--- src/hdl/pngsw_pkg.sv ---
`default_nettype none
package pngsw_pkg;

  localparam int QUEUE_DEPTH_DEF = 4;

  localparam logic [14:0] MAX_WIDTH = 15'd21844;
  localparam logic [16:0] ADLER_MOD = 17'd65521;

  // positions in the per-item byte script
  localparam int POS_W = 7;
  localparam logic [POS_W-1:0] POS_HDR = 7'd0;   // signature, IHDR, IDAT head, zlib head
  localparam logic [POS_W-1:0] POS_ROW = 7'd43;  // stored block header and filter byte
  localparam logic [POS_W-1:0] POS_PIX = 7'd49;  // the pixel byte itself
  localparam logic [POS_W-1:0] POS_END = 7'd69;  // last IEND crc byte

  localparam logic [31:0] CRC_NIB [16] = '{
    32'h00000000, 32'h1db71064, 32'h3b6e20c8, 32'h26d930ac,
    32'h76dc4190, 32'h6b6b51f4, 32'h4db26158, 32'h5005713c,
    32'hedb88320, 32'hf00f9344, 32'hd6d6a3e8, 32'hcb61b38c,
    32'h9b64c2b0, 32'h86d3d2d4, 32'ha00ae278, 32'hbdbdf21c
  };

  typedef enum logic [3:0] {
    SRC_CONST,
    SRC_WIDTH,
    SRC_HEIGHT,
    SRC_CRC,
    SRC_IDATLEN,
    SRC_BFINAL,
    SRC_BLEN,
    SRC_NLEN,
    SRC_PIXEL,
    SRC_ADLER
  } src_t;

  typedef struct packed {
    src_t        src;
    logic        crc_init;
    logic        crc_en;
    logic        adler_en;
    logic [1:0]  bsel;
    logic [7:0]  cval;
  } pos_info_t;

  // one classified input item
  typedef struct packed {
    logic [7:0]  pixel;
    logic [14:0] width;
    logic [14:0] height;
    logic        img_start;
    logic        row_start;
    logic        last_row;
    logic        img_end;
  } item_t;

  function automatic logic [31:0] crc_byte(input logic [31:0] crc, input logic [7:0] b);
    logic [31:0] c;
    c = crc ^ {24'd0, b};
    c = (c >> 4) ^ CRC_NIB[c[3:0]];
    c = (c >> 4) ^ CRC_NIB[c[3:0]];
    return c;
  endfunction

  function automatic pos_info_t mk(input src_t src, input logic init, input logic crc,
                                   input logic adl, input logic [1:0] bsel,
                                   input logic [7:0] cval);
    pos_info_t pi;
    pi.src      = src;
    pi.crc_init = init;
    pi.crc_en   = crc;
    pi.adler_en = adl;
    pi.bsel     = bsel;
    pi.cval     = cval;
    return pi;
  endfunction

  function automatic pos_info_t pos_info(input logic [POS_W-1:0] k);
    pos_info_t pi;
    pi = mk(SRC_CONST, 1'b0, 1'b0, 1'b0, 2'd0, 8'h00);
    case (k)
      7'd0:  pi = mk(SRC_CONST, 1'b0, 1'b0, 1'b0, 2'd0, 8'h89);
      7'd1:  pi = mk(SRC_CONST, 1'b0, 1'b0, 1'b0, 2'd0, 8'h50);
      7'd2:  pi = mk(SRC_CONST, 1'b0, 1'b0, 1'b0, 2'd0, 8'h4e);
      7'd3:  pi = mk(SRC_CONST, 1'b0, 1'b0, 1'b0, 2'd0, 8'h47);
      7'd4:  pi = mk(SRC_CONST, 1'b0, 1'b0, 1'b0, 2'd0, 8'h0d);
      7'd5:  pi = mk(SRC_CONST, 1'b0, 1'b0, 1'b0, 2'd0, 8'h0a);
      7'd6:  pi = mk(SRC_CONST, 1'b0, 1'b0, 1'b0, 2'd0, 8'h1a);
      7'd7:  pi = mk(SRC_CONST, 1'b0, 1'b0, 1'b0, 2'd0, 8'h0a);
      7'd8, 7'd9, 7'd10:
             pi = mk(SRC_CONST, 1'b0, 1'b0, 1'b0, 2'd0, 8'h00);
      7'd11: pi = mk(SRC_CONST, 1'b0, 1'b0, 1'b0, 2'd0, 8'h0d);
      7'd12: pi = mk(SRC_CONST, 1'b1, 1'b1, 1'b0, 2'd0, 8'h49);
      7'd13: pi = mk(SRC_CONST, 1'b0, 1'b1, 1'b0, 2'd0, 8'h48);
      7'd14: pi = mk(SRC_CONST, 1'b0, 1'b1, 1'b0, 2'd0, 8'h44);
      7'd15: pi = mk(SRC_CONST, 1'b0, 1'b1, 1'b0, 2'd0, 8'h52);
      7'd16: pi = mk(SRC_WIDTH, 1'b0, 1'b1, 1'b0, 2'd3, 8'h00);
      7'd17: pi = mk(SRC_WIDTH, 1'b0, 1'b1, 1'b0, 2'd2, 8'h00);
      7'd18: pi = mk(SRC_WIDTH, 1'b0, 1'b1, 1'b0, 2'd1, 8'h00);
      7'd19: pi = mk(SRC_WIDTH, 1'b0, 1'b1, 1'b0, 2'd0, 8'h00);
      7'd20: pi = mk(SRC_HEIGHT, 1'b0, 1'b1, 1'b0, 2'd3, 8'h00);
      7'd21: pi = mk(SRC_HEIGHT, 1'b0, 1'b1, 1'b0, 2'd2, 8'h00);
      7'd22: pi = mk(SRC_HEIGHT, 1'b0, 1'b1, 1'b0, 2'd1, 8'h00);
      7'd23: pi = mk(SRC_HEIGHT, 1'b0, 1'b1, 1'b0, 2'd0, 8'h00);
      7'd24: pi = mk(SRC_CONST, 1'b0, 1'b1, 1'b0, 2'd0, 8'h08);
      7'd25: pi = mk(SRC_CONST, 1'b0, 1'b1, 1'b0, 2'd0, 8'h02);
      7'd26, 7'd27, 7'd28:
             pi = mk(SRC_CONST, 1'b0, 1'b1, 1'b0, 2'd0, 8'h00);
      7'd29: pi = mk(SRC_CRC, 1'b0, 1'b0, 1'b0, 2'd3, 8'h00);
      7'd30: pi = mk(SRC_CRC, 1'b0, 1'b0, 1'b0, 2'd2, 8'h00);
      7'd31: pi = mk(SRC_CRC, 1'b0, 1'b0, 1'b0, 2'd1, 8'h00);
      7'd32: pi = mk(SRC_CRC, 1'b0, 1'b0, 1'b0, 2'd0, 8'h00);
      7'd33: pi = mk(SRC_IDATLEN, 1'b0, 1'b0, 1'b0, 2'd3, 8'h00);
      7'd34: pi = mk(SRC_IDATLEN, 1'b0, 1'b0, 1'b0, 2'd2, 8'h00);
      7'd35: pi = mk(SRC_IDATLEN, 1'b0, 1'b0, 1'b0, 2'd1, 8'h00);
      7'd36: pi = mk(SRC_IDATLEN, 1'b0, 1'b0, 1'b0, 2'd0, 8'h00);
      7'd37: pi = mk(SRC_CONST, 1'b1, 1'b1, 1'b0, 2'd0, 8'h49);
      7'd38: pi = mk(SRC_CONST, 1'b0, 1'b1, 1'b0, 2'd0, 8'h44);
      7'd39: pi = mk(SRC_CONST, 1'b0, 1'b1, 1'b0, 2'd0, 8'h41);
      7'd40: pi = mk(SRC_CONST, 1'b0, 1'b1, 1'b0, 2'd0, 8'h54);
      7'd41: pi = mk(SRC_CONST, 1'b0, 1'b1, 1'b0, 2'd0, 8'h78);
      7'd42: pi = mk(SRC_CONST, 1'b0, 1'b1, 1'b0, 2'd0, 8'h01);
      7'd43: pi = mk(SRC_BFINAL, 1'b0, 1'b1, 1'b0, 2'd0, 8'h00);
      7'd44: pi = mk(SRC_BLEN, 1'b0, 1'b1, 1'b0, 2'd0, 8'h00);
      7'd45: pi = mk(SRC_BLEN, 1'b0, 1'b1, 1'b0, 2'd1, 8'h00);
      7'd46: pi = mk(SRC_NLEN, 1'b0, 1'b1, 1'b0, 2'd0, 8'h00);
      7'd47: pi = mk(SRC_NLEN, 1'b0, 1'b1, 1'b0, 2'd1, 8'h00);
      7'd48: pi = mk(SRC_CONST, 1'b0, 1'b1, 1'b1, 2'd0, 8'h00);
      7'd49: pi = mk(SRC_PIXEL, 1'b0, 1'b1, 1'b1, 2'd0, 8'h00);
      7'd50: pi = mk(SRC_ADLER, 1'b0, 1'b1, 1'b0, 2'd3, 8'h00);
      7'd51: pi = mk(SRC_ADLER, 1'b0, 1'b1, 1'b0, 2'd2, 8'h00);
      7'd52: pi = mk(SRC_ADLER, 1'b0, 1'b1, 1'b0, 2'd1, 8'h00);
      7'd53: pi = mk(SRC_ADLER, 1'b0, 1'b1, 1'b0, 2'd0, 8'h00);
      7'd54: pi = mk(SRC_CRC, 1'b0, 1'b0, 1'b0, 2'd3, 8'h00);
      7'd55: pi = mk(SRC_CRC, 1'b0, 1'b0, 1'b0, 2'd2, 8'h00);
      7'd56: pi = mk(SRC_CRC, 1'b0, 1'b0, 1'b0, 2'd1, 8'h00);
      7'd57: pi = mk(SRC_CRC, 1'b0, 1'b0, 1'b0, 2'd0, 8'h00);
      7'd58, 7'd59, 7'd60, 7'd61:
             pi = mk(SRC_CONST, 1'b0, 1'b0, 1'b0, 2'd0, 8'h00);
      7'd62: pi = mk(SRC_CONST, 1'b1, 1'b1, 1'b0, 2'd0, 8'h49);
      7'd63: pi = mk(SRC_CONST, 1'b0, 1'b1, 1'b0, 2'd0, 8'h45);
      7'd64: pi = mk(SRC_CONST, 1'b0, 1'b1, 1'b0, 2'd0, 8'h4e);
      7'd65: pi = mk(SRC_CONST, 1'b0, 1'b1, 1'b0, 2'd0, 8'h44);
      7'd66: pi = mk(SRC_CRC, 1'b0, 1'b0, 1'b0, 2'd3, 8'h00);
      7'd67: pi = mk(SRC_CRC, 1'b0, 1'b0, 1'b0, 2'd2, 8'h00);
      7'd68: pi = mk(SRC_CRC, 1'b0, 1'b0, 1'b0, 2'd1, 8'h00);
      7'd69: pi = mk(SRC_CRC, 1'b0, 1'b0, 1'b0, 2'd0, 8'h00);
      default: pi = mk(SRC_CONST, 1'b0, 1'b0, 1'b0, 2'd0, 8'h00);
    endcase
    return pi;
  endfunction

endpackage
`default_nettype wire

--- src/hdl/pngsw_front.sv ---
`default_nettype none
module pngsw_front (
  input  wire logic                clk,
  input  wire logic                rst_n,
  input  wire logic                in_tvalid,
  input  wire logic [7:0]          in_tdata,
  input  wire logic [14:0]         cfg_width,
  input  wire logic [14:0]         cfg_height,
  input  wire logic                q_full,
  output logic                     in_tready,
  output logic                     push,
  output pngsw_pkg::item_t         push_item
);

  logic [15:0] byte_in_row_r, byte_in_row_nxt;
  logic [14:0] row_index_r, row_index_nxt;
  logic [14:0] w_eff, h_eff;
  logic [15:0] three_w;
  logic [15:0] bir_inc;
  logic        row_start, last_row, end_row;

  always_comb begin
    if (cfg_width == 15'd0) begin
      w_eff = 15'd1;
    end else if (cfg_width > pngsw_pkg::MAX_WIDTH) begin
      w_eff = pngsw_pkg::MAX_WIDTH;
    end else begin
      w_eff = cfg_width;
    end
    h_eff     = (cfg_height == 15'd0) ? 15'd1 : cfg_height;
    three_w   = {1'b0, w_eff} + {w_eff, 1'b0};
    bir_inc   = byte_in_row_r + 16'd1;
    row_start = (byte_in_row_r == 16'd0);
    last_row  = (row_index_r >= (h_eff - 15'd1));
    // a row closes once the count reaches or passes three bytes per pixel
    end_row   = (bir_inc >= three_w);
  end

  assign in_tready = !q_full;
  assign push      = in_tvalid && !q_full;

  always_comb begin
    push_item.pixel     = in_tdata;
    push_item.width     = w_eff;
    push_item.height    = h_eff;
    push_item.row_start = row_start;
    push_item.img_start = row_start && (row_index_r == 15'd0);
    push_item.last_row  = last_row;
    push_item.img_end   = end_row && last_row;

    byte_in_row_nxt = byte_in_row_r;
    row_index_nxt   = row_index_r;
    if (push) begin
      if (end_row) begin
        byte_in_row_nxt = 16'd0;
        row_index_nxt   = last_row ? 15'd0 : row_index_r + 15'd1;
      end else begin
        byte_in_row_nxt = bir_inc;
      end
    end
  end

  always_ff @(posedge clk) begin
    if (!rst_n) begin
      byte_in_row_r <= 16'd0;
      row_index_r   <= 15'd0;
    end else begin
      byte_in_row_r <= byte_in_row_nxt;
      row_index_r   <= row_index_nxt;
    end
  end

endmodule
`default_nettype wire

--- src/hdl/pngsw_queue.sv ---
`default_nettype none
module pngsw_queue #(
  parameter int DEPTH = pngsw_pkg::QUEUE_DEPTH_DEF
) (
  input  wire logic              clk,
  input  wire logic              rst_n,
  input  wire logic              push,
  input  wire pngsw_pkg::item_t  push_item,
  input  wire logic              pop,
  output logic                   full,
  output logic                   head_valid,
  output pngsw_pkg::item_t       head_item
);

  localparam int AW = $clog2(DEPTH);
  localparam int CW = $clog2(DEPTH + 1);

  pngsw_pkg::item_t entries_r [DEPTH];
  logic [AW-1:0] wr_ptr_r, rd_ptr_r;
  logic [CW-1:0] count_r;

  assign full       = (count_r == CW'(DEPTH));
  assign head_valid = (count_r != '0);
  assign head_item  = entries_r[rd_ptr_r];

  always_ff @(posedge clk) begin
    if (push) begin
      entries_r[wr_ptr_r] <= push_item;
    end
  end

  always_ff @(posedge clk) begin
    if (!rst_n) begin
      wr_ptr_r <= '0;
      rd_ptr_r <= '0;
      count_r  <= '0;
    end else begin
      if (push) begin
        wr_ptr_r <= (wr_ptr_r == AW'(DEPTH - 1)) ? '0 : wr_ptr_r + 1'b1;
      end
      if (pop) begin
        rd_ptr_r <= (rd_ptr_r == AW'(DEPTH - 1)) ? '0 : rd_ptr_r + 1'b1;
      end
      if (push && !pop) begin
        count_r <= count_r + 1'b1;
      end else if (pop && !push) begin
        count_r <= count_r - 1'b1;
      end
    end
  end

endmodule
`default_nettype wire

--- src/hdl/pngsw_back.sv ---
`default_nettype none
module pngsw_back (
  input  wire logic              clk,
  input  wire logic              rst_n,
  input  wire logic              head_valid,
  input  wire pngsw_pkg::item_t  head_item,
  output logic                   pop,
  output logic                   out_tvalid,
  input  wire logic              out_tready,
  output logic [7:0]             out_tdata,
  output logic                   out_tlast,
  output logic                   out_tuser
);

  localparam int PW = pngsw_pkg::POS_W;

  logic [PW-1:0]        k_r, k_cur, k_start;
  logic                 started_r;
  logic [31:0]          crc_r, crc_nxt, crc_base;
  logic [15:0]          adler_lo_r, adler_lo_nxt, adler_hi_r, adler_hi_nxt;
  logic [16:0]          lo_sum, hi_sum, lo_red;
  logic [31:0]          idat_len_r;
  logic [15:0]          blen;
  logic [16:0]          blen5;
  logic [31:0]          word;
  logic [7:0]           byte_val;
  logic                 advance, emit, last;
  pngsw_pkg::pos_info_t pi;

  logic                 out_valid_r;
  logic [7:0]           out_data_r;
  logic                 out_last_r, out_user_r;

  assign blen  = {1'b0, head_item.width} + {head_item.width, 1'b0} + 16'd1;
  assign blen5 = {1'b0, blen} + 17'd5;

  // idat length follows the head item; it is first read 33 bytes into the image header
  always_ff @(posedge clk) begin
    idat_len_r <= ({17'd0, head_item.height} * {15'd0, blen5}) + 32'd6;
  end

  always_comb begin
    if (head_item.img_start) begin
      k_start = pngsw_pkg::POS_HDR;
    end else if (head_item.row_start) begin
      k_start = pngsw_pkg::POS_ROW;
    end else begin
      k_start = pngsw_pkg::POS_PIX;
    end
    k_cur   = started_r ? k_r : k_start;
    pi      = pngsw_pkg::pos_info(k_cur);
    advance = !out_valid_r || out_tready;
    emit    = head_valid && advance;
    last    = (k_cur == pngsw_pkg::POS_END) ||
              ((k_cur == pngsw_pkg::POS_PIX) && !head_item.img_end);
    pop     = emit && last;

    case (pi.src)
      pngsw_pkg::SRC_CONST:   word = {24'd0, pi.cval};
      pngsw_pkg::SRC_WIDTH:   word = {17'd0, head_item.width};
      pngsw_pkg::SRC_HEIGHT:  word = {17'd0, head_item.height};
      pngsw_pkg::SRC_CRC:     word = ~crc_r;
      pngsw_pkg::SRC_IDATLEN: word = idat_len_r;
      pngsw_pkg::SRC_BFINAL:  word = {31'd0, head_item.last_row};
      pngsw_pkg::SRC_BLEN:    word = {16'd0, blen};
      pngsw_pkg::SRC_NLEN:    word = {16'd0, ~blen};
      pngsw_pkg::SRC_PIXEL:   word = {24'd0, head_item.pixel};
      pngsw_pkg::SRC_ADLER:   word = {adler_hi_r, adler_lo_r};
      default:                word = 32'd0;
    endcase
    byte_val = word[{pi.bsel, 3'b000} +: 8];

    crc_base = pi.crc_init ? 32'hffffffff : crc_r;
    crc_nxt  = crc_r;
    if (emit && pi.crc_en) begin
      crc_nxt = pngsw_pkg::crc_byte(crc_base, byte_val);
    end

    // both sums stay below twice the modulus, so one conditional subtract each
    lo_sum = {1'b0, adler_lo_r} + {9'd0, byte_val};
    lo_red = (lo_sum >= pngsw_pkg::ADLER_MOD) ? lo_sum - pngsw_pkg::ADLER_MOD : lo_sum;
    hi_sum = {1'b0, adler_hi_r} + lo_red;
    adler_lo_nxt = adler_lo_r;
    adler_hi_nxt = adler_hi_r;
    if (emit && (k_cur == pngsw_pkg::POS_HDR)) begin
      adler_lo_nxt = 16'd1;
      adler_hi_nxt = 16'd0;
    end else if (emit && pi.adler_en) begin
      adler_lo_nxt = lo_red[15:0];
      adler_hi_nxt = (hi_sum >= pngsw_pkg::ADLER_MOD) ?
                     16'(hi_sum - pngsw_pkg::ADLER_MOD) : hi_sum[15:0];
    end
  end

  always_ff @(posedge clk) begin
    if (!rst_n) begin
      started_r   <= 1'b0;
      k_r         <= '0;
      crc_r       <= 32'hffffffff;
      adler_lo_r  <= 16'd1;
      adler_hi_r  <= 16'd0;
      out_valid_r <= 1'b0;
    end else begin
      crc_r      <= crc_nxt;
      adler_lo_r <= adler_lo_nxt;
      adler_hi_r <= adler_hi_nxt;
      if (emit) begin
        started_r <= !last;
        k_r       <= k_cur + 1'b1;
      end
      if (advance) begin
        out_valid_r <= emit;
      end
    end
  end

  always_ff @(posedge clk) begin
    if (emit) begin
      out_data_r <= byte_val;
      out_last_r <= last;
      out_user_r <= (k_cur == pngsw_pkg::POS_END);
    end
  end

  assign out_tvalid = out_valid_r;
  assign out_tdata  = out_data_r;
  assign out_tlast  = out_last_r;
  assign out_tuser  = out_user_r;

  a_started_has_item: assert property (@(posedge clk) disable iff (!rst_n)
    started_r |-> head_valid)
    else $error("sequencer mid-item with empty queue");

  a_pos_in_script: assert property (@(posedge clk) disable iff (!rst_n)
    started_r |-> (k_r <= pngsw_pkg::POS_END))
    else $error("script position out of range");

  a_adler_bound: assert property (@(posedge clk) disable iff (!rst_n)
    (adler_lo_r < 16'd65521) && (adler_hi_r < 16'd65521))
    else $error("adler sum not reduced");

  a_done_is_last: assert property (@(posedge clk) disable iff (!rst_n)
    (out_valid_r && out_user_r) |-> out_last_r)
    else $error("file end byte without tlast");

  a_pixel_closes_item: assert property (@(posedge clk) disable iff (!rst_n)
    (emit && (k_cur == pngsw_pkg::POS_PIX) && !head_item.img_end) |=> !started_r)
    else $error("item not closed after pixel byte");

endmodule
`default_nettype wire

--- src/hdl/png_stored_rgb_stream_writer.sv ---
// PNG writer for 8-bit RGB images with stored (uncompressed) deflate data. Pixel bytes
// enter in row order, R, G, B per pixel; the output stream is the complete PNG file, one
// byte per transfer. tlast marks the last byte caused by each input byte and tuser marks
// the final byte of the file. A mid-row pixel byte gives one byte out, back to back. The
// first byte of an image gives 50 bytes (signature, IHDR, IDAT head, zlib head, block
// header, filter byte, pixel), the first byte of any other row 7 and the last byte of the
// image 21 (Adler-32, IDAT crc, IEND); the sequencer emits one byte per cycle while the
// queue holds an item and out_tready allows. A 4-entry queue (QUEUE_DEPTH) between the
// input classifier and the sequencer lets input keep flowing while a header burst drains.
// Width (0x0) and height (0x4) are written through APB by the user only while idle; the
// block does not enforce it. Zero acts as one and widths above 21844 saturate.
`default_nettype none
module png_stored_rgb_stream_writer #(
  parameter int QUEUE_DEPTH = pngsw_pkg::QUEUE_DEPTH_DEF
) (
  input  wire logic        clk,
  input  wire logic        rst_n,
  input  wire logic        in_tvalid,
  output logic             in_tready,
  input  wire logic [7:0]  in_tdata,    // [7:0] pixel_byte
  output logic             out_tvalid,
  input  wire logic        out_tready,
  output logic [7:0]       out_tdata,   // [7:0] out_byte
  output logic             out_tlast,
  output logic             out_tuser,   // [0] file_done
  input  wire logic        cfg_psel,
  input  wire logic        cfg_penable,
  input  wire logic        cfg_pwrite,
  input  wire logic [2:0]  cfg_paddr,
  input  wire logic [31:0] cfg_pwdata,
  output logic [31:0]      cfg_prdata,
  output logic             cfg_pready
);

  logic [14:0]      width_r, height_r;
  logic             q_full, push, pop, head_valid;
  pngsw_pkg::item_t push_item, head_item;

  assign cfg_pready = 1'b1;
  assign cfg_prdata = cfg_paddr[2] ? {17'd0, height_r} : {17'd0, width_r};

  always_ff @(posedge clk) begin
    if (!rst_n) begin
      width_r  <= 15'd1;
      height_r <= 15'd1;
    end else if (cfg_psel && cfg_penable && cfg_pwrite && cfg_pready) begin
      if (cfg_paddr[2]) begin
        height_r <= cfg_pwdata[14:0];
      end else begin
        width_r <= cfg_pwdata[14:0];
      end
    end
  end

  pngsw_front u_front (
    .clk        (clk),
    .rst_n      (rst_n),
    .in_tvalid  (in_tvalid),
    .in_tdata   (in_tdata),
    .cfg_width  (width_r),
    .cfg_height (height_r),
    .q_full     (q_full),
    .in_tready  (in_tready),
    .push       (push),
    .push_item  (push_item)
  );

  pngsw_queue #(
    .DEPTH (QUEUE_DEPTH)
  ) u_queue (
    .clk        (clk),
    .rst_n      (rst_n),
    .push       (push),
    .push_item  (push_item),
    .pop        (pop),
    .full       (q_full),
    .head_valid (head_valid),
    .head_item  (head_item)
  );

  pngsw_back u_back (
    .clk        (clk),
    .rst_n      (rst_n),
    .head_valid (head_valid),
    .head_item  (head_item),
    .pop        (pop),
    .out_tvalid (out_tvalid),
    .out_tready (out_tready),
    .out_tdata  (out_tdata),
    .out_tlast  (out_tlast),
    .out_tuser  (out_tuser)
  );

endmodule
`default_nettype wire
--- config.mk ---
export PLATFORM = sky130hd
export DESIGN_NAME = png_stored_rgb_stream_writer
export DESIGN_NICKNAME = d
export VERILOG_FILES = /design/src/hdl/pngsw_pkg.sv /design/src/hdl/pngsw_front.sv /design/src/hdl/pngsw_queue.sv /design/src/hdl/pngsw_back.sv /design/src/hdl/png_stored_rgb_stream_writer.sv
export SDC_FILE = /design/constraint.sdc
export NUM_CORES = 2
export LEC_CHECK = 0
export BUFFER_PORTS_ARGS = -buffer_cell sky130_fd_sc_hd__buf_4
export CORE_MARGIN = 4
export CORE_UTILIZATION = 44
export CTS_BUF_LIST = sky130_fd_sc_hd__clkbuf_16
export DETAILED_ROUTE_END_ITERATION = 6
export PLACE_DENSITY = 0.7
export SETUP_SLACK_MARGIN = 0.1
export SYNTH_ARGS = -nofsm -noshare
export SYNTH_HDL_FRONTEND = slang
export SYNTH_SLANG_ARGS = --single-unit
--- constraint.sdc ---
create_clock -name clk -period 15.5 [get_ports clk]
set_clock_uncertainty 0.2 [all_clocks]
set_input_delay 3.1 -clock clk [delete_from_list [all_inputs] [get_ports clk]]
set_output_delay 3.1 -clock clk [all_outputs]
set_load 0.05 [all_outputs]
# Word level (Yosys, flattened, before mapping)
# Memories as Yosys holds them, arrays and structs flattened. A register that Yosys moved wholly into a read port is not among the register bits.
# Cells that the tools add are included.
op_classes:
  n_shift: 1
  eq_ne: 14
  mul: 1
  add_sub_neg: 17
  n_mux: 25
  order_cmp: 7
  reduce_logical: 33
  bitwise_logic: 9
op_table:
  columns: ["cell", "count"]
  rows:
  - ["32-bit one-hot mux with 10 select lines", 1]
  - ["32-bit 2-to-1 mux", 5]
  - ["15-bit 2-to-1 mux", 5]
  - ["28-bit by 32-bit XOR with 32-bit output", 2]
  - ["15-bit logical NOT", 3]
  - ["17-bit by 16-bit >= comparator with 1-bit output (second input constant)", 2]
  - ["15-bit by 16-bit adder with 16-bit output", 2]
  - ["16-bit by 1-bit adder with 16-bit output (second input constant)", 2]
  - ["32-bit by 3-bit adder with 32-bit output (second input constant)", 1]
  - ["15-bit by 17-bit multiplier with 32-bit output", 1]
  - ["16-bit 2-to-1 mux", 2]
  - ["32-bit NOT", 1]
  - ["32-bit by 6-bit variable part select with 8-bit output", 1]
  - ["32-bit by 8-bit XOR with 32-bit output", 1]
  - ["16-bit by 17-bit adder with 17-bit output", 1]
  - ["16-bit by 3-bit adder with 17-bit output (second input constant)", 1]
  - ["16-bit by 8-bit adder with 17-bit output", 1]
  - ["17-bit 2-to-1 mux", 1]
  - ["17-bit by 16-bit subtractor with 17-bit output (second input constant)", 1]
  - ["4-bit by 3-bit == test with 1-bit output (second input constant)", 4]
  - ["16-bit >= comparator", 1]
  - ["16-bit logical NOT", 1]
  - ["16-bit NOT", 1]
  - ["16-bit subtractor (second input constant)", 1]
  - ["other kinds (32)", 65]
word_totals:
  ramBits: 168
  elab_cells: 128
  rom_bits: 3200
  output_inout_bits: 45
  reg_bits: 183
  input_bits: 50
  mem_count: 4
mem_list:
  columns: ["name", "depth", "word_bits", "rd", "rd_clocked_by_memory_dff", "write_ports", "line_no", "rtl"]
  rows:
  - ["(name not given)", 128, 17, 1, 0, 0, "pngsw_pkg.sv:80", "case (k)"]
  - ["(name not given)", 16, 32, 1, 0, 0, "pngsw_pkg.sv:59", "c = (c >> 4) ^ CRC_NIB[c[3:0]];"]
  - ["(name not given)", 16, 32, 1, 0, 0, "pngsw_pkg.sv:60", "c = (c >> 4) ^ CRC_NIB[c[3:0]];"]
  - ["u_queue.entries_r", 4, 42, 1, 1, 1, "pngsw_queue.sv:18", "pngsw_pkg::item_t entries_r [DEPTH];"]

# Logic depth before layout (Yosys ltp)
# An unclocked memory read counts as a cell.
depth:
  word_depth: 18
  depth_mapped: 54
  ltp_nobuf: 47

# Modules after synthesis
# From an unflattened synthesis, not the netlist that was laid out.
hier_totals:
  cells_unflattened: 3222
  area_unflattened_um2: 30723.2
modules_own_cells:
  columns: ["mod", "seq_area_each_um2", "area_each_um2", "n_inst", "cells_each"]
  rows:
  - ["pngsw_back", 2402.3, 18761.7, 1, 2293]
  - ["pngsw_queue", 5225.0, 6572.6, 1, 264]
  - ["pngsw_front", 620.6, 3888.7, 1, 513]
  - ["png_stored_rgb_stream_writer", 600.6, 1500.2, 1, 152]

# Worst setup path after synthesis
# OpenSTA, ideal clock, no wires.
synth_path:
  kind: "reg-to-reg"
  start: "register with a tool-made name"
  end: "register u_back.adler_hi_r[5]"
  arrival_time_ns: 10.634
  path_stages_with_launch: 46
  required_ns: 15.155
  slack_ns: 4.520
  period_less_slack_ns: 10.980
  path_buffers: 4
  setup_ns: 0.145
  cell_sequence: "dfxtp_1 buf_2 buf_1 buf_2 mux4_2 ha_1 a21o_1 a21o_1 a221oi_1 o21a_1 nor3_1 or3_1 a311o_1 nand4b_1 nand2_1 o21bai_2 ha_1 a21o_1 [... 10 more ...] nor4b_1 xor2_1 ha_1 a21oi_1 a21oi_1 o21ai_0 a21oi_1 o21a_1 o21a_1 or4b_2 o311a_1 nor3_1 nand2_1 a2111oi_0 o21ai_0 a221oi_1 mux2i_1 o21ai_0"
synth_lines:
  columns: ["item", "line_no", "rtl"]
  rows:
  - ["end signal: assignment", "pngsw_back.sv:106", "adler_hi_r <= adler_hi_nxt;"]
  - ["end: declaration", "pngsw_back.sv:20", "logic [15:0] adler_lo_r, adler_lo_nxt, adler_hi_r, adler_hi_nxt;"]

# Worst setup path in the final report
layout_path:
  start: "register u_back.started_r"
  end: "register u_back.adler_hi_r[5]"
layout_between:
  elab_chain_cells: 11
  elab_cells_between_ends: 26
  classes_between: "4 x add/sub; 2 x order compare; 9 x eq/ne; 1 x shift; 4 x mux; 5 x reduce/logical; 1 x memory"
layout_rtl:
  columns: ["item", "line_no", "rtl"]
  rows:
  - ["start: declaration", "pngsw_back.sv:18", "logic started_r;"]
  - ["start signal: assignment", "pngsw_back.sv:108", "started_r <= !last;"]
  - ["7-bit 2-to-1 mux *", "pngsw_back.sv:50", "k_cur = started_r ? k_r : k_start;"]
  - ["memory read 128 x 17 bit *", null, null]
  - ["4-bit == test (tied with other cells)", "pngsw_back.sv:58", "case (pi.src)"]
  - ["32-bit one-hot mux with 10 select lines", "pngsw_back.sv:58", null]
  - ["32-bit by 6-bit variable part select with 8-bit output *", "pngsw_back.sv:71", "byte_val = word[{pi.bsel, 3'b000} +: 8];"]
  - ["named net u_back.byte_val[1]", "pngsw_back.sv:26", "logic [7:0] byte_val;"]
  - ["16-bit by 8-bit adder with 17-bit output *", "pngsw_back.sv:80", "lo_sum = {1'b0, adler_lo_r} + {9'd0, byte_val};"]
  - ["17-bit by 16-bit subtractor with 17-bit output / 17-bit by 16-bit >= comparator with 1-bit output (equally long branches)", "pngsw_back.sv:81", "lo_red = (lo_sum >= pngsw_pkg::ADLER_MOD) ? lo_sum - pngsw_pkg::ADLER_MOD : lo_sum;"]
  - ["17-bit 2-to-1 mux *", "pngsw_back.sv:81", null]
  - ["named net u_back.lo_red[3]", "pngsw_back.sv:21", "logic [16:0] lo_sum, hi_sum, lo_red;"]
  - ["16-bit by 17-bit adder with 17-bit output *", "pngsw_back.sv:82", "hi_sum = {1'b0, adler_hi_r} + lo_red;"]
  - ["16-bit subtractor / 17-bit by 16-bit >= comparator with 1-bit output (equally long branches)", "pngsw_back.sv:91, pngsw_back.sv:90", null]
  - ["16-bit 2-to-1 mux *", "pngsw_back.sv:90", "adler_hi_nxt = (hi_sum >= pngsw_pkg::ADLER_MOD) ?"]
# The timed path passes the listed nets; every way through them passes the cells marked *.
# A chain may end at the register's enable or synchronous reset.

==> results.ini <==
[timing]
setup_viol=0
tightestPinTransition_ns=1.21
timing.final.hold_violations=0
rsz0062_at_grt=no
worst_relative_slew_slack=0.192
post-route-min-period_ns=13.78
fin_tns_setup_ns=0
fmaxAchievable_mhz=72.6
final_min_period_over_clock_period=0.889
timing.final.max_slew_violations=0

[worst_hold_path]
hold_crit_endpoint=u_back.out_tvalid
whs_path_depth=2
worst_hold_startpoint=u_back.out_tvalid
min_path_type=flop to flop

[global_route]
global_route.usage.total=0.220
grt_max_degree=65
first_global_vias=22373
antenna_found_initial=5
grt_first_pass_wirelength_mm=125
gr-total-overflow=0

[outcome]
failed_checks=DRC
status=finished, violations left

[clocking]
cts_setup_buffers=0
cts.sink_count=353
clk_pin_slew_ns=0.06
cts_made_buffers=39
htree_levels=2
ctsRootBufferMaster=sky130_fd_sc_hd__clkbuf_16
cts_tree=built
cts-root-to-sink-buffers=3
cts_hold_repair.buffers=0
insertion_delay_ns=0.57
post_cts.resized_instances=0

[critical_path]
worst_path_largest_cell_delay_ns=0.81
timing.critical_path.from=u_back.started_r
critPathArrivalTime_ns=14.01
worst_r2r_endpoint=u_back.adler_hi_r[5]
r2r_slack_ns=1.72
cp_data_required_time_ns=15.73
reg2reg_depth=44
crit_path_start_kind=flop
critical_path.endpoint_type=flop
cp_slowest_cell=sky130_fd_sc_hd__dfxtp_1
timing.critical_path.mode_cell=sky130_fd_sc_hd__o21ai_0
r2r-start=u_back.started_r
worst-setup-path-type=flop to flop
timing.critical_path.fanout_max=25

[yosys]
syn-cell-area_um2=29700
synthesis.yosys.warnings=0
synth.lib_cells_used.distinct=109
ys_seq_elements=353
synth_ff_type=sky130_fd_sc_hd__edfxtp_1
synth-edff-count=178
synth_cells=3131
synth-async-reset-ratio=0
seq_area_frac_synth=0.298
post_synth.cell_area_avg_um2=9.49

[flow_run]
max-cap-violations=0

[drt]
drt.antenna.violating_nets=0
initial_detailed_routing_violation_count=2023
drc=1
vias_per_cell=5.72
drt-wirelength-per-cell_um=19.6
routed_wirelength_mm=78.6
drtPass1Iterations=7
vias=22906

[floorplanning]
core_area_um2=67000
row_count=95
fp.dieArea_um2=71800
initial_utilization=0.443
floorplan.die.width_um=268
dieHeight_um=268
design.portCount=95

[final_layout]
syn2layout_area_growth_pct=7.69
diodes=0
multiInputGateArea_um2=19100
drive_above_1_share=0.0887
number_of_fillers_in_the_final_layout=6208
most_common_library_cell_in_the_layout_ignoring_fill_and_taps=sky130_fd_sc_hd__nand2_1
most-common-layout-cells=347 x sky130_fd_sc_hd__nand2_1, 280 x sky130_fd_sc_hd__inv_1, 264 x sky130_fd_sc_hd__nor2_1
area.sequential_um2=8850
nets=3562

[placement]
gp_congestion=0.968
final_hpwl_from_detailed_placement_mm=58.4
numPortBuffers=57

==> synthesized netlist by cell type (all sizes together) (39+ instances only) <==
library cell / n / area share
nor3: 54 / 0.0099
o21ai: 105 / 0.018
and2: 62 / 0.013
clkbuf: 113 / 0.014
buf: 56 / 0.012
nor2: 265 / 0.034
a21o: 39 / 0.0099
and3: 46 / 0.0097
inv: 276 / 0.035
xor2: 87 / 0.027
a21oi: 157 / 0.027
xnor2: 150 / 0.048
nor2b: 41 / 0.0086
dfxtp: 175 / 0.12
edfxtp: 178 / 0.18
ha: 209 / 0.088
nand3: 56 / 0.0094
nand2: 349 / 0.044
fa: 200 / 0.13
o211ai: 44 / 0.011
==> worst max-delay path by stage <==
stage,endpoint,slack [ns],depth (start not counted)
finish,u_back.adler_hi_r[5],1.72,44
global route,u_back.adler_hi_r[5],0.53,44
CTS,u_back.adler_hi_r[5],1.99,44
detailed placement,u_back.adler_hi_r[5],2.04,44
global placement,u_back.adler_hi_r[5],2.24,44
floorplan,u_back.adler_hi_r[5],4.52,45
==> metal layers <==
metal / global-route usage / vias up / routed length [µm]
li1: - / 10699 / -
met1: 0.294 / 11212 / 33300
met2: 0.361 / 821 / 36600
met3: 0.0428 / 170 / 5760
met4: 0.0751 / 4 / 2900
met5: 0 / - / 22
==> critical path: cells and delay by family (launching register included) <==
family | cells | cell delay (ns)
AO/OA/AOI/OAI | 26 | 6.83
XOR/XNOR | 2 | 1.03
adder cells (fa/ha/maj) | 3 | 1.15
buffers and inverters | 3 | 0.53
flip-flops | 1 | 0.81
multiplexers | 1 | 0.22
AND/OR/NAND/NOR | 9 | 2.87
==> cell families (layout without fill, tap and decap cells) <==
group / count (synthesis) / after routing / share of synthesized area
and+or+nand+nor: 1014 / 1014 / 0.162
AOI/OAI and AO/OA: 578 / 578 / 0.132
buffers and inverters: 447 / 433 / 0.0619
adders and majority gates: 409 / 409 / 0.223
DFF: 353 / 353 / 0.298
xor gates and xnor gates: 239 / 239 / 0.0767
muxes: 89 / 89 / 0.0466
other: 2 / 18 / 0.000253
==> sequential cells by signal (all words and copies together) (netlist names), named ones only <==
name                   flops
u_back.started_r           1
u_queue.rd_ptr_r           2
height_r                  15
width_r                   15
u_back.out_tuser           1
u_queue.entries_r        168
u_queue.wr_ptr_r           2
u_back.out_tdata           8
u_back.adler_lo_r         16
u_queue.count_r            3
u_back.out_tvalid          1
u_back.adler_hi_r         16
u_back.crc_r              32
u_back.idat_len_r         32
u_back.k_r                 7
u_back.out_tlast           1
u_front.row_index_r       15
u_front.byte_in_row_r     16
==> final cells by class <==
type	count	share of cell area
Tap cell	873	0.0341
Clock buffer	40	0.0313
Multi-Input combinational cell	2347	0.598
Inverter	278	0.0326
Sequential cell	353	0.277
Clock inverter	31	0.00735
Timing Repair Buffer	84	0.0197
==> per-stage QoR <==
stage / utilization / hold slack (ns) / std cells / area [µm²] / setup slack, ns
2_1_floorplan: - / 0.249 / 3147 / 29800 / 4.52
3_3_place_gp: 0.459 / 0.254 / 3935 / 30800 / 2.24
3_5_place_dp: 0.459 / 0.273 / 3935 / 30800 / 2.04
4_1_cts: 0.477 / 0.282 / 4006 / 32000 / 1.99
5_1_grt: 0.477 / 0.309 / 4006 / 32000 / 0.526
6_report: 0.477 / 0.285 / 4006 / 32000 / 1.72
Power is left out: the tool's default activity adds up to more than one toggle a clock period on the data nets, which glitch-free logic cannot reach.
